<file path="config.mk">
export PLATFORM = sky130hd
export DESIGN_NAME = integer_to_radix_ascii
export DESIGN_NICKNAME = d
export VERILOG_FILES = /design/src/hw/rtl/itoa_pkg.sv /design/src/hw/rtl/itoa_fifo.sv /design/src/hw/rtl/itoa_front.sv /design/src/hw/rtl/itoa_back.sv /design/src/hw/rtl/integer_to_radix_ascii.sv
export SDC_FILE = /design/constraint.sdc
export NUM_CORES = 1
export LEC_CHECK = 0
export ABC_AREA = 1
export BUFFER_PORTS_ARGS = -buffer_cell sky130_fd_sc_hd__buf_2
export CELL_PAD_IN_SITES_DETAIL_PLACEMENT = 0
export CELL_PAD_IN_SITES_GLOBAL_PLACEMENT = 1
export CORE_UTILIZATION = 39
export CTS_BUF_LIST = sky130_fd_sc_hd__clkbuf_4 sky130_fd_sc_hd__clkbuf_8
export DETAILED_ROUTE_END_ITERATION = 7
export PLACE_DENSITY_LB_ADDON = 0.1
export SLEW_MARGIN = 20
export SYNTH_ARGS = -nofsm -noshare
export SYNTH_HDL_FRONTEND = slang
export SYNTH_SLANG_ARGS = --single-unit
</file>
<file path="constraint.sdc">
create_clock -name clk_i -period 10.3 [get_ports clk_i]
set_input_delay 1.03 -clock clk_i [delete_from_list [all_inputs] [get_ports clk_i]]
set_output_delay 1.03 -clock clk_i [all_outputs]
set_load 0.05 [all_outputs]
</file>
<file path="src/hw/rtl/itoa_pkg.sv">
// Package for integer_to_radix_ascii: widths, word types and character helpers.
package itoa_pkg;

  // Width of the signed input value
  localparam int unsigned VALUE_WIDTH = 32;
  localparam int unsigned RADIX_WIDTH = 5;
  localparam int unsigned CHAR_WIDTH  = 8;
  localparam int unsigned DIGIT_WIDTH = 4;

  // Smallest and largest radix that the block honors
  localparam logic [RADIX_WIDTH-1:0] RADIX_MIN = RADIX_WIDTH'(2);
  localparam logic [RADIX_WIDTH-1:0] RADIX_MAX = RADIX_WIDTH'(16);

  // Long division: quotient bits resolved per cycle and chunks per digit
  localparam int unsigned DIV_STEP_BITS = 8;
  localparam int unsigned DIV_CHUNKS    = (VALUE_WIDTH + DIV_STEP_BITS - 1) / DIV_STEP_BITS;
  localparam int unsigned WORK_W        = DIV_CHUNKS * DIV_STEP_BITS;
  localparam int unsigned CHUNK_CNT_W   = (DIV_CHUNKS > 1) ? $clog2(DIV_CHUNKS) : 1;

  // Digit count: up to VALUE_WIDTH digits (radix two, most negative value)
  localparam int unsigned DIGIT_CNT_W = $clog2(VALUE_WIDTH + 1);

  // Job queue between front and back
  localparam int unsigned QDEPTH  = 2;
  localparam int unsigned QPTR_W  = (QDEPTH > 1) ? $clog2(QDEPTH) : 1;
  localparam int unsigned QCNT_W  = $clog2(QDEPTH + 1);

  // ASCII codes
  localparam logic [CHAR_WIDTH-1:0] CHAR_MINUS   = 8'h2D;
  localparam logic [CHAR_WIDTH-1:0] CHAR_ZERO    = 8'h30;
  localparam logic [CHAR_WIDTH-1:0] CHAR_A_LOWER = 8'h61;
  localparam logic [CHAR_WIDTH-1:0] CHAR_F_LOWER = 8'h66;
  localparam logic [CHAR_WIDTH-1:0] CHAR_NINE    = 8'h39;

  // Input word
  typedef struct packed {
    logic signed [VALUE_WIDTH-1:0] value;
    logic [RADIX_WIDTH-1:0]        radix;
  } in_word_t;

  // Output word
  typedef struct packed {
    logic [CHAR_WIDTH-1:0] text_char;
    logic                  last;
  } out_word_t;

  // Classified job handed from front to back
  typedef struct packed {
    logic                   neg;
    logic [VALUE_WIDTH-1:0] mag;
    logic [RADIX_WIDTH-1:0] radix;
  } job_t;

  // Handshake between queue and back end
  typedef struct packed {
    logic valid;
  } q_status_t;

  typedef struct packed {
    logic pop;
  } q_ctrl_t;

  // Back-end sequencer states
  typedef enum logic [1:0] {
    ST_IDLE,
    ST_DIV,
    ST_SIGN,
    ST_EMIT
  } back_state_e;

  // Lower-case hex digit character
  function automatic logic [CHAR_WIDTH-1:0] digit_char(input logic [DIGIT_WIDTH-1:0] d);
    logic [CHAR_WIDTH-1:0] c;
    if (d < DIGIT_WIDTH'(10)) begin
      c = CHAR_ZERO + CHAR_WIDTH'(d);
    end else begin
      c = CHAR_A_LOWER + CHAR_WIDTH'(d) - CHAR_WIDTH'(10);
    end
    return c;
  endfunction

endpackage

</file>
<file path="src/hw/rtl/itoa_fifo.sv">
// Short job queue that decouples the front end from the back end.
module itoa_fifo (
  input  logic             clk_i,
  input  logic             rst_ni,
  input  logic             push_i,
  input  itoa_pkg::job_t   data_i,
  output logic             full_o,
  input  itoa_pkg::q_ctrl_t   ctrl_i,
  output itoa_pkg::q_status_t status_o,
  output itoa_pkg::job_t   data_o
);
  import itoa_pkg::*;

  job_t              mem_q [QDEPTH];
  logic [QPTR_W-1:0] wr_ptr_q, wr_ptr_d;
  logic [QPTR_W-1:0] rd_ptr_q, rd_ptr_d;
  logic [QCNT_W-1:0] cnt_q, cnt_d;
  logic              do_push, do_pop;

  assign full_o         = (cnt_q == QCNT_W'(QDEPTH));
  assign status_o.valid = (cnt_q != '0);
  assign data_o         = mem_q[rd_ptr_q];

  assign do_push = push_i && !full_o;
  assign do_pop  = ctrl_i.pop && status_o.valid;

  // pointer and fill count update
  always_comb begin
    wr_ptr_d = wr_ptr_q;
    rd_ptr_d = rd_ptr_q;
    cnt_d    = cnt_q;
    if (do_push) begin
      wr_ptr_d = (wr_ptr_q == QPTR_W'(QDEPTH - 1)) ? '0 : wr_ptr_q + 1'b1;
    end
    if (do_pop) begin
      rd_ptr_d = (rd_ptr_q == QPTR_W'(QDEPTH - 1)) ? '0 : rd_ptr_q + 1'b1;
    end
    if (do_push && !do_pop) begin
      cnt_d = cnt_q + 1'b1;
    end else if (!do_push && do_pop) begin
      cnt_d = cnt_q - 1'b1;
    end
  end

  always_ff @(posedge clk_i or negedge rst_ni) begin
    if (!rst_ni) begin
      wr_ptr_q <= '0;
      rd_ptr_q <= '0;
      cnt_q    <= '0;
    end else begin
      wr_ptr_q <= wr_ptr_d;
      rd_ptr_q <= rd_ptr_d;
      cnt_q    <= cnt_d;
    end
  end

  // storage
  always_ff @(posedge clk_i) begin
    if (do_push) begin
      mem_q[wr_ptr_q] <= data_i;
    end
  end

endmodule

</file>
<file path="src/hw/rtl/itoa_front.sv">
// Front end: accepts input words, takes sign and magnitude, clamps the radix.
module itoa_front (
  input  logic               in_valid_i,
  output logic               in_stall_o,
  input  itoa_pkg::in_word_t in_word_i,
  input  logic               full_i,
  output logic               push_o,
  output itoa_pkg::job_t     job_o
);
  import itoa_pkg::*;

  logic [VALUE_WIDTH-1:0] raw;

  assign in_stall_o = full_i;
  assign push_o     = in_valid_i && !full_i;

  // classify: sign, unsigned magnitude, radix limited to two..sixteen
  always_comb begin
    raw       = VALUE_WIDTH'(in_word_i.value);
    job_o.neg = raw[VALUE_WIDTH-1];
    job_o.mag = job_o.neg ? (~raw + 1'b1) : raw;
    if (in_word_i.radix < RADIX_MIN) begin
      job_o.radix = RADIX_MIN;
    end else if (in_word_i.radix > RADIX_MAX) begin
      job_o.radix = RADIX_MAX;
    end else begin
      job_o.radix = in_word_i.radix;
    end
  end

endmodule

</file>
<file path="src/hw/rtl/itoa_back.sv">
// Back end: digit extraction by chunked long division, digit stack, output register.
module itoa_back (
  input  logic                clk_i,
  input  logic                rst_ni,
  input  itoa_pkg::q_status_t q_status_i,
  input  itoa_pkg::job_t      job_i,
  output itoa_pkg::q_ctrl_t   q_ctrl_o,
  output logic                out_valid_o,
  input  logic                out_stall_i,
  output itoa_pkg::out_word_t out_word_o
);
  import itoa_pkg::*;

  back_state_e            state_q, state_d;
  logic [WORK_W-1:0]      div_q, div_d;
  logic [DIGIT_WIDTH-1:0] rem_q, rem_d;
  logic [RADIX_WIDTH-1:0] radix_q, radix_d;
  logic                   neg_q, neg_d;
  logic [CHUNK_CNT_W-1:0] chunk_q, chunk_d;
  logic [DIGIT_CNT_W-1:0] ndig_q, ndig_d;
  logic [DIGIT_WIDTH-1:0] stack_q [VALUE_WIDTH];
  logic                   out_valid_q, out_valid_d;
  out_word_t              out_word_q, out_word_d;

  logic [DIV_STEP_BITS-1:0] qbits;
  logic [DIGIT_WIDTH-1:0]   rem_next;
  logic [WORK_W-1:0]        quot_next;
  logic                     can_load;
  logic                     push, pop;

  assign out_valid_o = out_valid_q;
  assign out_word_o  = out_word_q;
  assign can_load    = !out_valid_q || !out_stall_i;

  // one chunk of restoring division: DIV_STEP_BITS quotient bits per cycle
  always_comb begin
    logic [DIGIT_WIDTH-1:0] r;
    logic [DIGIT_WIDTH:0]   t;
    r     = rem_q;
    qbits = '0;
    for (int k = 0; k < DIV_STEP_BITS; k++) begin
      t = {r, div_q[WORK_W-1-k]};
      if (t >= {1'b0, radix_q[DIGIT_WIDTH-1:0]} + ((radix_q[DIGIT_WIDTH]) ? 5'd16 : 5'd0)) begin
        t = t - radix_q;
        qbits[DIV_STEP_BITS-1-k] = 1'b1;
      end
      r = t[DIGIT_WIDTH-1:0];
    end
    rem_next  = r;
    quot_next = (div_q << DIV_STEP_BITS) | WORK_W'(qbits);
  end

  // sequencer: next state and outputs
  always_comb begin
    state_d      = state_q;
    div_d        = div_q;
    rem_d        = rem_q;
    radix_d      = radix_q;
    neg_d        = neg_q;
    chunk_d      = chunk_q;
    ndig_d       = ndig_q;
    out_valid_d  = out_valid_q && out_stall_i;
    out_word_d   = out_word_q;
    q_ctrl_o.pop = 1'b0;
    push         = 1'b0;
    pop          = 1'b0;
    unique case (state_q)
      ST_IDLE: begin
        if (q_status_i.valid) begin
          q_ctrl_o.pop = 1'b1;
          div_d        = WORK_W'(job_i.mag);
          rem_d        = '0;
          radix_d      = job_i.radix;
          neg_d        = job_i.neg;
          chunk_d      = '0;
          ndig_d       = '0;
          state_d      = ST_DIV;
        end
      end
      ST_DIV: begin
        div_d   = quot_next;
        rem_d   = rem_next;
        chunk_d = chunk_q + 1'b1;
        if (chunk_q == CHUNK_CNT_W'(DIV_CHUNKS - 1)) begin
          // pass done: remainder is the next digit, quotient feeds the next pass
          push    = 1'b1;
          ndig_d  = ndig_q + 1'b1;
          chunk_d = '0;
          rem_d   = '0;
          if (quot_next == '0) begin
            state_d = neg_q ? ST_SIGN : ST_EMIT;
          end
        end
      end
      ST_SIGN: begin
        if (can_load) begin
          out_valid_d          = 1'b1;
          out_word_d.text_char = CHAR_MINUS;
          out_word_d.last      = 1'b0;
          state_d              = ST_EMIT;
        end
      end
      ST_EMIT: begin
        if (can_load) begin
          out_valid_d          = 1'b1;
          out_word_d.text_char = digit_char(stack_q[0]);
          out_word_d.last      = (ndig_q == DIGIT_CNT_W'(1));
          pop                  = 1'b1;
          ndig_d               = ndig_q - 1'b1;
          if (ndig_q == DIGIT_CNT_W'(1)) begin
            state_d = ST_IDLE;
          end
        end
      end
      default: begin
        state_d = ST_IDLE;
      end
    endcase
  end

  always_ff @(posedge clk_i or negedge rst_ni) begin
    if (!rst_ni) begin
      state_q     <= ST_IDLE;
      chunk_q     <= '0;
      ndig_q      <= '0;
      out_valid_q <= 1'b0;
    end else begin
      state_q     <= state_d;
      chunk_q     <= chunk_d;
      ndig_q      <= ndig_d;
      out_valid_q <= out_valid_d;
    end
  end

  // datapath registers
  always_ff @(posedge clk_i) begin
    div_q      <= div_d;
    rem_q      <= rem_d;
    radix_q    <= radix_d;
    neg_q      <= neg_d;
    out_word_q <= out_word_d;
  end

  // digit stack: digits arrive least significant first, leave most significant first
  always_ff @(posedge clk_i) begin
    if (push) begin
      stack_q[0] <= rem_next;
      for (int i = 1; i < VALUE_WIDTH; i++) begin
        stack_q[i] <= stack_q[i-1];
      end
    end else if (pop) begin
      for (int i = 0; i < VALUE_WIDTH - 1; i++) begin
        stack_q[i] <= stack_q[i+1];
      end
    end
  end

endmodule

</file>
<file path="src/hw/rtl/integer_to_radix_ascii.sv">
// Top level of integer_to_radix_ascii: front end, job queue and back end.
//
// Converts a signed VALUE_WIDTH-bit integer to its text in radix two to
// sixteen (radix codes below two act as two, above sixteen as sixteen), one
// ASCII word per output handshake, most significant first: '-' for negative
// values, then lower-case digits; last marks the final word. Each digit is
// one long-division pass over DIV_CHUNKS chunks (four at 32 bits), eight
// quotient bits resolved per cycle against the radix; then the characters
// leave one per cycle while the output is not stalled, the digits from the
// digit stack. The front end keeps accepting words into a two-entry job queue
// while the back end works, and the output register lets the next character
// wait without holding up the division.
module integer_to_radix_ascii (
  input  logic                clk_i,
  input  logic                rst_ni,
  input  logic                in_valid_i,
  output logic                in_stall_o,
  input  itoa_pkg::in_word_t  in_word_i,
  output logic                out_valid_o,
  input  logic                out_stall_i,
  output itoa_pkg::out_word_t out_word_o
);
  import itoa_pkg::*;

  logic      push;
  logic      full;
  job_t      job_in;
  job_t      job_out;
  q_status_t q_status;
  q_ctrl_t   q_ctrl;

  itoa_front u_front (
    .in_valid_i (in_valid_i),
    .in_stall_o (in_stall_o),
    .in_word_i  (in_word_i),
    .full_i     (full),
    .push_o     (push),
    .job_o      (job_in)
  );

  itoa_fifo u_fifo (
    .clk_i    (clk_i),
    .rst_ni   (rst_ni),
    .push_i   (push),
    .data_i   (job_in),
    .full_o   (full),
    .ctrl_i   (q_ctrl),
    .status_o (q_status),
    .data_o   (job_out)
  );

  itoa_back u_back (
    .clk_i       (clk_i),
    .rst_ni      (rst_ni),
    .q_status_i  (q_status),
    .job_i       (job_out),
    .q_ctrl_o    (q_ctrl),
    .out_valid_o (out_valid_o),
    .out_stall_i (out_stall_i),
    .out_word_o  (out_word_o)
  );

endmodule

</file>
== Word level (Yosys, flattened, before mapping) ==
Memory sizes are Yosys's and may differ from the RTL's.
Index checks and enable logic that the tools add are counted.
Cells by class
  multipliers: 0
  shifts and indexed selects: 0
  $lt $le $gt $ge: 11
  bitwise operators: 33
  divide/modulo/power cells: 0
  add/sub/neg operators: 20
  equal/unequal tests: 12
  reduce and logical (&&, ||, !) cells: 25
  multiplexer cells: 94
Operators by type and width (count)
  $mux 4: 41
  $mux 32: 2
  $pmux 32 s2: 1
  $ge 5x5->1: 8
  $add 32x1->32 const B: 1
  $logic_not 32->1: 1
  $not 32->32: 1
  $or 32x8->32: 1
  $sub 4x4->4: 8
  $or 1x1->1: 31
  $mux 1: 26
  $mux 2: 10
  $mux 6: 3
  $mux 9: 2
  $pmux 6 s3: 1
  $pmux 9 s2: 1
  $mux 5: 3
  $ne 2x1->1 const B: 5
  $add 7x4->8 const A: 1
  $eq 2x2->1 const B: 4
  $mux 8: 1
  $pmux 2 s4: 1
  $pmux 4 s2: 1
  $reduce_bool 2->1: 4
  other kinds (25): 37
Word-level totals
  bits in read-only memories: 0
  memories kept: 2
  input port bits: 41
  latch bits: 0
  logic and storage cells: 210
  register bits after elaboration: 66
  RAM bits: 204
Memory list
  u_back.stack_q: words 32, width 4, rd ports 32, clocked after Yosys merged registers in 0, write ports 32, RTL line itoa_back.sv:21  | logic [DIGIT_WIDTH-1:0] stack_q [VALUE_WIDTH];
  u_fifo.mem_q: words 2, width 38, rd ports 1, clocked after Yosys merged registers in 0, write ports 1, RTL line itoa_fifo.sv:14  | job_t mem_q [QDEPTH];

== Depth between registers and ports, before layout ==
Gate-level depths: netlist (run 1).
  depth in word-level cells: 23
  gate-level depth with buffers: 74

== Hierarchy ==
A second synthesis (run 1) with hierarchy kept.
Unflattened totals
  cells, all modules: 1581
  area, all modules: 14406.3 um^2
By module, submodules not included
  itoa_back: cells each 1121, times used 1, area an instance 10362.4 um^2, seq. area each 5620.4 um^2
  itoa_fifo: cells each 230, times used 1, area an instance 2982.9 um^2, seq. area each 2382.3 um^2
  itoa_front: cells each 230, times used 1, area an instance 1061.0 um^2, seq. area each 0.0 um^2

== Worst setup path after synthesis (run 1) ==
No wires, ideal clock.
  kind: input-to-reg
  start point: input port out_stall_i
  end point: memory u_back.stack_q[0][0] (enable)
  data arrival time: 9885 ps
  path slack: -363 ps
  library setup time: 778 ps
  cell stages on the path: 3
  required time: 9522 ps
  path buffers: 0
  cell sequence: nand2_1 -> inv_1 -> o21ai_0
RTL lines
  start, declared: RTL line integer_to_radix_ascii.sv:20  | input logic out_stall_i,
  end, declared: RTL line itoa_back.sv:21

==> results.yml, run 1 <==
yosys:
  synth_edf_count: 254
  async_flop_share: 0.0558
  synth-adder-area-share: 0.0597
  synth_most_common_cell: "nand2_1"
  muxShareOfSynthArea: 0.000817
  ys.flop_type: "edfxtp_1"
  ys_seq_area_frac: 0.580
  synth_xor_area_frac: 0.0279
  synth_compound_area_frac: 0.0771
  synth_seq_cells: 269
  synth_top_cell_area_share: 0.553
  synth_common_cells: "488 x nand2_1, 254 x edfxtp_1, 133 x inv_1, 98 x nor2_1, 79 x o21ai_0"
  synth_top_family_by_area: "simple AND/OR/NAND/NOR gates"
  synth_top_area_cell: "edfxtp_1"
  synth.cell_area_sq_um: 13800
  synth_nets: 1530
  yosysUniqueCellTypes: 47
  yosys.area_share.simple: 0.200
  syn_inst: 1428
  ys_top_cells_by_area: "edfxtp_1 55%, nand2_1 13%, ha_1 4.8%"
  yosysWarnings: 0
  syn_area_per_cell_sq_um: 9.66
timing:
  finalCriticalPeriod_ps: 9530
  fin_crit_sh: 0.925
  setup_viol: 0
  worst_pin_slew_ps: 872
  hold_viol: 0
  clock_skew_ps: 15.7
  relSlewSlack: 0.418
  drv_slew: 0
  max_freq_mhz: 105
layout:
  nFillCells: 3400
  final_layout_size_suffix_gt1_frac: 0.138
  final_net_count: 1609
  antenna_cells: 0
  regArea_sq_um: 8000
  final_util: 0.452
  multi_input_area_sq_um: 5130
  area_growth_syn_to_layout_pct: 13.5
power:
  peakVddDrop_mv: 0.0797
  swShare: 0.235
  comb_power_share: 0.056
  power.density_nw_per_um2: 155
  p_int_w: 0.00185
  total_power_w: 0.00242
  pwr-share-clk: 0.407
  seq_power_share: 0.537
  power_leakage_nw: 6.61
  switchingPower_w: 0.000570
setup_path:
  worstPathRequired_ps: 10590
  critPathKind: "reg2reg"
  cp-start-kind: "register"
  critical_path.slowest_cell: "edfxtp_1"
  cp.arrival_ps: 9820
  regToRegStartpoint: "u_back.div_q[31]"
  rrSetupSlack_ps: 770
  cp-end-kind: "register"
  crit_top_cell: "nand2_1"
  critPathMaxFanout: 8
  ff2ff_path_depth: 62
  startpoint: "u_back.div_q[31]"
  critPathMaxStageDelay_ps: 400
placed_design:
  io_buffers: 50
  hpwl_um: 20700
  gp_congestion: 0.823
global_route:
  met1_usage: 0.263
  grt_max_degree: 88
  grt_pass1_wl_um: 50500
  gr-usage-met3: 0.0339
  grt-ovfl-total: 0
  grt_use_total: 0.179
  grt_pass1_vias: 9356
  globalRouteMet2Util: 0.266
  antenna_found_initial: 1
  busiest_layer: "met2"
status:
  outcome: "finished, final reports clean"
clock_network:
  cts-root-buf: "clkbuf_8"
  h-tree-depth: 2
  cts.sink_count: 269
  cts_buffers: 48
  clkTransAtPathRegs_ps: 60
  insertion_delay_ps: 570
  tritoncts: "yes"
  cts_hold_buffers: 0
  cts.path.max_buffers: 3
floorplanning:
  start_util: 0.398
  die_area_sq_um: 36100
  rows: 68
  coreArea_sq_um: 34600
  pin_count: 52
  die_w_um: 190
  die_y_um: 190
min_path:
  hp-class: "in2async"
route:
  dr.pass1.iters: 5
  route.antenna.remaining_nets: 0
  vias: 9665
  dr.first_iter.drc_count: 569
  via_per_inst: 4.83
  drt_drc_violations_left: 0
  wire_per_inst_um: 15.6
  wl_um: 31100
job:
  maxCapViolCount: 0
[layout by cell type (no fill, tap or decap), drive strengths merged, types with 3 or more instances in the layout]
master    instances
fa                8
o211ai            6
a22oi             7
clkbuf           66
nand2           492
edfxtp          254
xnor2            12
nand3            36
o21ai            90
dfrtp            15
a31oi             9
inv             139
o31ai             3
a21oi            70
ha               53
nand3b            5
nand4             8
xor2             32
nor3              8
clkinvlp          4
or2               5
nor2            109
clkinv           17
and2              5
buf              78
[registers in the layout, indices dropped and copies added, names as in the netlist]
name	cells
u_back.out_word_o	8
u_fifo.wr_ptr_q	1
u_fifo.rd_ptr_q	1
u_back.rem_q	4
u_back.neg_q	1
u_fifo.cnt_q	2
u_back.out_valid_o	1
u_back.radix_q	5
u_back.stack_q	128
u_back.ndig_q	6
u_back.div_q	32
u_back.chunk_q	2
u_fifo.mem_q	76
u_back.state_q	2
[cell families (layout without fill, tap and decap cells)]
group,after synthesis,count (layout)
multiplexers,1,1
other,2,2
AND/OR/NAND/NOR,669,670
XOR/XNOR,44,44
adder cells (fa/ha/maj),61,61
flip-flops,269,269
buffers and inverters,190,305
AO/OA/AOI/OAI,192,192
[worst max-delay path: cells and delay by family, from the launching register on]
| family | cells | cell delay (ps) |
|---|---|---|
| compound gates | 3 | 350 |
| xor+xnor | 1 | 180 |
| fa+ha+maj | 9 | 2540 |
| buf+inv | 10 | 750 |
| flops | 1 | 400 |
| mux | 1 | 280 |
| simple gates | 38 | 4730 |
[stage by stage]
stage	cell area (sq um)	cells	hold slack (ps)	worst slack (ps)	setup TNS, ps
floorplan	13800	1428	427	1110	0
global placement	14600	1901	432	625	0
finish	15600	1999	382	767	0
CTS	15500	1988	356	327	0
detailed placement	14600	1901	451	374	0
global route	15600	1999	376	-67.9	-173
[cell type report]
cell class	count	share of cell area
flip-flops and latches	269	0.511
multi-input cells	970	0.328
clock buffers	66	0.0525
well taps	455	0.0364
inverters	140	0.0337
repair buffers	78	0.0297
clock inverters	21	0.00840
[metal layers]
layer | wire (um) | vias to the layer above
met2 | 13500 | 152
met4 | 616 | 2
li1 | - | 4906
met3 | 1330 | 52
met5 | 10 | -
met1 | 15700 | 4553
[power by group through the flow]
| stage | registers, W | logic, W | clock network (W) |
|---|---|---|---|
| after detailed placement | 0.00132 | 0.000140 | 0 |
| after global routing | 0.00131 | 0.000153 | 0.00107 |
| after CTS | 0.00130 | 0.000141 | 0.00102 |
| after floorplan | 0.00132 | 0.0000810 | 0 |
| after global placement | 0.00132 | 0.000138 | 0 |
| final | 0.00130 | 0.000136 | 0.000987 |
[path summary, 6_finish.rpt]
check | to
setup reg to reg | u_back.stack_q[0][1]
min in group clk_i | u_back.stack_q[0][125]
setup / recovery | u_back.stack_q[0][1]
max in group asynchronous | u_fifo.rd_ptr_q
hold / removal | u_back.out_valid_o
hold reg to reg | u_back.stack_q[0][125]
[repair_timing]
action / in CTS / in global routing
resized for setup: 0 / 12
setup endpoints to repair: 0 / 11
setup buffers: 0 / 10
(Power assumes the default switching activity.)
==> run 2, diff against run 1 <==
Settings changed: CELL_PAD_IN_SITES_DETAIL_PLACEMENT 0 to 2, CELL_PAD_IN_SITES_GLOBAL_PLACEMENT 1 to 2, CORE_UTILIZATION 39 to 38.
==> run 2 against run 1 <==
  * The flow now finishes with violations (design-rule violations)
  * Hold slack worse by 43 ps
  * First-iteration DRC count is 18% lower
  * Clock skew is 2.8 ps higher
  * Sequential power hardly changed
  * Wire length is 22% higher
  * Clock-buffer cell count is 5 higher
  * Critical path type unchanged
  * Critical endpoint unchanged
  * Highest routed layer is now met4
==> results.yml, run 2 (same netlist as run 1, synthesis figures left out) <==
timing:
  max_freq_mhz: 103
  holdWs_ps: 339
  hold_viol: 0
  finalCriticalPeriod_ps: 9730
  drv_slew: 0
  setup_viol: 0
  worst_pin_slew_ps: 1040
  relSlewSlack: 0.308
  fin_crit_sh: 0.945
  clock_skew_ps: 18.5
  post-route-worst-setup-slack_ps: 566
layout:
  final_net_count: 1616
  final_layout_size_suffix_gt1_frac: 0.155
  final_cell_mix: "481 x nand2_1, 254 x edfxtp_1, 125 x inv_1"
  area_growth_syn_to_layout_pct: 14.7
  antenna_cells: 0
  nFillCells: 3853
  largest_register_ffs: 128
  reg.largest.list: "u_back.stack_q x128, u_fifo.mem_q x76, u_back.div_q x32"
  postLayoutCellArea_sq_um: 15800
  top_register: "u_back.stack_q"
  final_common_cell: "nand2_1"
route:
  wl_met3_um: 1190
  via_per_inst: 5.05
  drt_drc_violations_left: 4
  dr.pass1.iters: 7
  route.antenna.remaining_nets: 0
  dr.first_iter.drc_count: 465
  met2_length_um: 18100
  met1_length_um: 17800
  wire_per_inst_um: 18.8
  vias: 10200
  wl_um: 37900
  highest_layer: "met4"
clock_network:
  clkTransAtPathRegs_ps: 60
  cts_buffers: 48
  insertion_delay_ps: 610
  cts.sink_count: 269
  tritoncts: "yes"
  cts-root-buf: "clkbuf_8"
  h-tree-depth: 2
  cts.path.max_buffers: 3
power:
  peakVddDrop_mv: 0.0938
  power.density_nw_per_um2: 155
  power_leakage_nw: 6.66
  total_power_w: 0.00245
setup_path:
  worstReg2RegEnd: "u_back.stack_q[0][1]"
  cp-start-kind: "register"
  regToRegStartpoint: "u_back.div_q[31]"
  cp.arrival_ps: 10070
  ff2ff_path_depth: 66
  critPathMaxStageDelay_ps: 460
  worstPathRequired_ps: 10630
  critPathKind: "reg2reg"
  critical_path.slowest_cell: "edfxtp_1"
  rrSetupSlack_ps: 570
  cp-end-kind: "register"
  crit_top_cell: "nand2_1"
  critPathMaxFanout: 8
floorplanning:
  coreArea_sq_um: 35700
  rows: 69
  die_w_um: 192
  die_area_sq_um: 37100
  pin_count: 52
  die_y_um: 192
  start_util: 0.387
global_route:
  grt_max_degree: 75
  grt-ovfl-total: 0
  antenna_found_initial: 0
  grt_pass1_wl_um: 59900
  grt_pass1_vias: 11100
  grt_use_total: 0.210
placed_design:
  gp_congestion: 0.814
  hpwl_um: 25600
  io_buffers: 50
  place_ws_ps: -67.9
  place_area_sq_um: 14600
status:
  outcome: "finished, violations left"
  violations: "design-rule violations"
job:
  maxCapViolCount: 0
min_path:
  hp-class: "in2async"
run 2: cell count changes in the layout (fill, tap and decap cells not counted), sizes merged:
cell / before / now
buf: 78 / 86
clkbuf: 66 / 71
clkinv: 17 / 12
clkinvlp: 4 / 2
inv: 139 / 140
nor2: 109 / 108
run 2: worst max-delay path by stage:
stage	slack, ps	endpoint	depth (start not counted)	start
floorplan	1110	u_back.stack_q[0][1]	64	u_back.radix_q[1]
global placement	560	u_back.stack_q[0][1]	64	u_back.div_q[31]
detailed placement	-70	u_back.stack_q[0][1]	64	u_back.radix_q[1]
CTS	7	u_back.stack_q[0][1]	64	u_back.radix_q[1]
global route	-130	u_back.stack_q[0][1]	64	u_back.div_q[31]
finish	570	u_back.stack_q[0][1]	66	u_back.div_q[31]
run 2: report_power, final:
| group | internal, W | switching (W) | total, W |
|---|---|---|---|
| combinational | 0.0000326 | 0.000107 | 0.000139 |
| sequential | 0.00128 | 0.0000251 | 0.00130 |
| clock | 0.000548 | 0.000463 | 0.00101 |
| total | 0.00186 | 0.000595 | 0.00245 |
run 2: what timing repair did:
item,4_1_cts,5_1_grt
pin swaps,0,12
gates resized for setup,1,39
gates cloned,0,0
setup endpoints to repair,5,11
buffers inserted,0,18
hold buffers,0,0
run 2: cell type report:
class	count	area [sq um]	share of cell area
Clock inverter	15	104	0.00657
Timing Repair Buffer	86	528	0.0334
Multi-Input combinational cell	969	5230	0.331
Tap cell	461	577	0.0365
Clock buffer	71	840	0.0531
Sequential cell	269	8000	0.506
Inverter	140	529	0.0335
run 2: per-stage QoR:
step / cells / utilization / setup TNS (ps)
2_1_floorplan: 1428 / - / 0
3_3_place_gp: 1907 / 0.409 / 0
3_5_place_dp: 1907 / 0.409 / -202
4_1_cts: 1993 / 0.435 / 0
5_1_grt: 2011 / 0.443 / -404
6_report: 2011 / 0.443 / 0
run 2: critical path: cells and delay by family (launching register included):
family                     cells  cell delay, ps
AOI/OAI and AO/OA              6             710
xor gates and xnor gates       1             180
adders and majority gates      9            2640
buffers and inverters         13            1200
DFF                            1             460
muxes                          1             280
and+or+nand+nor               36            4020
run 2: routing by layer:
metal / vias up / GRT usage
met4: 0 / 0.0639
met3: 54 / 0.0367
met1: 5064 / 0.282
met2: 134 / 0.346
li1: 4906 / -
met5: - / 0
==> run 3, diff against run 2 <==
Settings changed: RECOVER_POWER set to 25.
==> run 3 against run 2 <==
  * The run ends with design-rule violations, max-capacitance violations, max-slew violations left
  * Hold slack improved by 110 ps
  * Critical endpoint unchanged
  * Via count about the same
  * First-iteration DRC count increased by 4.5%
==> results.yml, run 3 (same netlist as run 1, synthesis figures left out) <==
placed_design:
  place_area_sq_um: 14600
  hpwl_um: 25600
  dp_cells: 1907
  io_buffers: 50
  gp_congestion: 0.814
  place_ws_ps: -67.9
layout:
  largest_register_ffs: 128
  final_cell_mix: "481 x nand2_1, 254 x edfxtp_1, 125 x inv_1"
  final_common_cell: "nand2_1"
  final_layout_size_suffix_gt1_frac: 0.147
  nFillCells: 3861
  antenna_cells: 0
  top_register: "u_back.stack_q"
  area_growth_syn_to_layout_pct: 14.4
  reg.largest.list: "u_back.stack_q x128, u_fifo.mem_q x76, u_back.div_q x32"
  postLayoutCellArea_sq_um: 15800
  final_net_count: 1616
  stdcell_count: 2011
timing:
  post-route-worst-setup-slack_ps: 562
  finalCriticalPeriod_ps: 9740
  drv_slew: 116
  worst_pin_slew_ps: 2330
  fin_setup_tns_ps: 0
  clock_skew_ps: 18.7
  hold_viol: 0
  setup_viol: 0
  max_freq_mhz: 103
  fin_crit_sh: 0.945
  relSlewSlack: -0.550
clock_network:
  cts_hold_buffers: 0
  cts_buffers: 48
  cts.path.max_buffers: 3
  clkTransAtPathRegs_ps: 60
  tritoncts: "yes"
  cts-root-buf: "clkbuf_8"
  h-tree-depth: 2
  insertion_delay_ps: 610
  cts.sink_count: 269
route:
  via_per_inst: 5.05
  dr.pass1.iters: 7
  route.antenna.remaining_nets: 0
  wl_um: 37900
  wire_per_inst_um: 18.9
  drt_drc_violations_left: 3
  dr.first_iter.drc_count: 486
  vias: 10200
floorplanning:
  pin_count: 52
  rows: 69
  start_util: 0.387
  die_y_um: 192
  die_w_um: 192
  die_area_sq_um: 37100
  coreArea_sq_um: 35700
setup_path:
  rrSetupSlack_ps: 560
  cp.arrival_ps: 10070
  crit_top_cell: "nand2_1"
  ff2ff_path_depth: 66
  critPathKind: "reg2reg"
  cp-start-kind: "register"
  worstPathRequired_ps: 10630
  critical_path.slowest_cell: "edfxtp_1"
  regToRegStartpoint: "u_back.div_q[31]"
  worstReg2RegEnd: "u_back.stack_q[0][1]"
  critPathMaxFanout: 8
  critPathMaxStageDelay_ps: 460
  cp-end-kind: "register"
status:
  outcome: "finished, violations left"
  violations: "design-rule violations, max-capacitance violations, max-slew violations"
power:
  power.density_nw_per_um2: 156
  power_leakage_nw: 6.63
  total_power_w: 0.00246
  peakVddDrop_mv: 0.0938
min_path:
  min_from: "u_back.stack_q[0][121]"
  whs_endpoint: "u_back.stack_q[0][125]"
  worstHoldPathCells: 0
  hp-class: "reg2reg"
global_route:
  grt_pass1_vias: 11100
  grt-ovfl-total: 0
  antenna_found_initial: 0
  grt_pass1_wl_um: 59900
  grt_use_total: 0.210
  grt_max_degree: 75
job:
  maxCapViolCount: 3
==> run 3: changes by cell type in the layout (fill, tap and decap cells not counted) <==
cell / previous run / this run
nand3_1: 27 / 28
clkbuf_1: 0 / 8
nor2_4: 9 / 8
buf_4: 34 / 31
nor2_2: 5 / 4
nor3_1: 5 / 6
buf_2: 50 / 45
nand3_2: 6 / 5
nor2_1: 94 / 96
nor3_4: 2 / 1
==> run 3: per-stage QoR <==
step / hold WS (ps) / util
3_5_place_dp: 438 / 0.409
4_1_cts: 294 / 0.435
5_1_grt: 475 / 0.442
3_3_place_gp: 442 / 0.409
6_report: 454 / 0.442
2_1_floorplan: 427 / -
==> run 3: what timing repair did <==
item,4_1_cts,5_1_grt
pin swaps,0,12
buffers inserted,0,18
endpoints found under the hold margin,0,0
gates resized for setup,1,39
endpoints found under the setup margin,5,11
==> run 3: worst max-delay path, delay by kind of cell, from the launching register on <==
| kind | cells | cell delay, ps |
|---|---|---|
| mux | 1 | 280 |
| flops | 1 | 460 |
| simple gates | 36 | 4020 |
| xor+xnor | 1 | 180 |
| compound gates | 6 | 700 |
| buf+inv | 13 | 1200 |
| fa+ha+maj | 9 | 2640 |
==> run 3: metal layers <==
metal | part of all wire | vias to the layer above | track usage
met5 | 0 | - | 0
met4 | 0.023 | 0 | 0.0639
met3 | 0.029 | 54 | 0.0367
met2 | 0.48 | 127 | 0.346
met1 | 0.47 | 5066 | 0.282
li1 | - | 4907 | -
==> run 3: cell type report <==
type | instances | area (sq um) | share of cell area
Multi-Input combinational cell | 969 | 5210 | 0.330
Clock buffer | 71 | 840 | 0.0532
Tap cell | 461 | 577 | 0.0366
Timing Repair Buffer | 86 | 510 | 0.0324
Clock inverter | 15 | 104 | 0.00659
Inverter | 140 | 529 | 0.0336
Sequential cell | 269 | 8000 | 0.507
==> run 3: worst max path at each step <==
stage	start	to	depth (start not counted)	slack (ps)
3_5_place_dp	u_back.radix_q[1]	u_back.stack_q[0][1]	64	-70
4_1_cts	u_back.radix_q[1]	u_back.stack_q[0][1]	64	7
3_3_place_gp	u_back.div_q[31]	u_back.stack_q[0][1]	64	560
6_report	u_back.div_q[31]	u_back.stack_q[0][1]	66	560
2_1_floorplan	u_back.radix_q[1]	u_back.stack_q[0][1]	64	1110
5_1_grt	u_back.div_q[31]	u_back.stack_q[0][1]	64	-130
==> run 3: where the power goes <==
group / leakage (nW) / total (W) / internal, W / switching, W
clock network: 0.503 / 0.00101 / 0.000548 / 0.000462
logic: 3.57 / 0.000136 / 0.0000300 / 0.000106
registers: 2.56 / 0.00131 / 0.00129 / 0.0000251
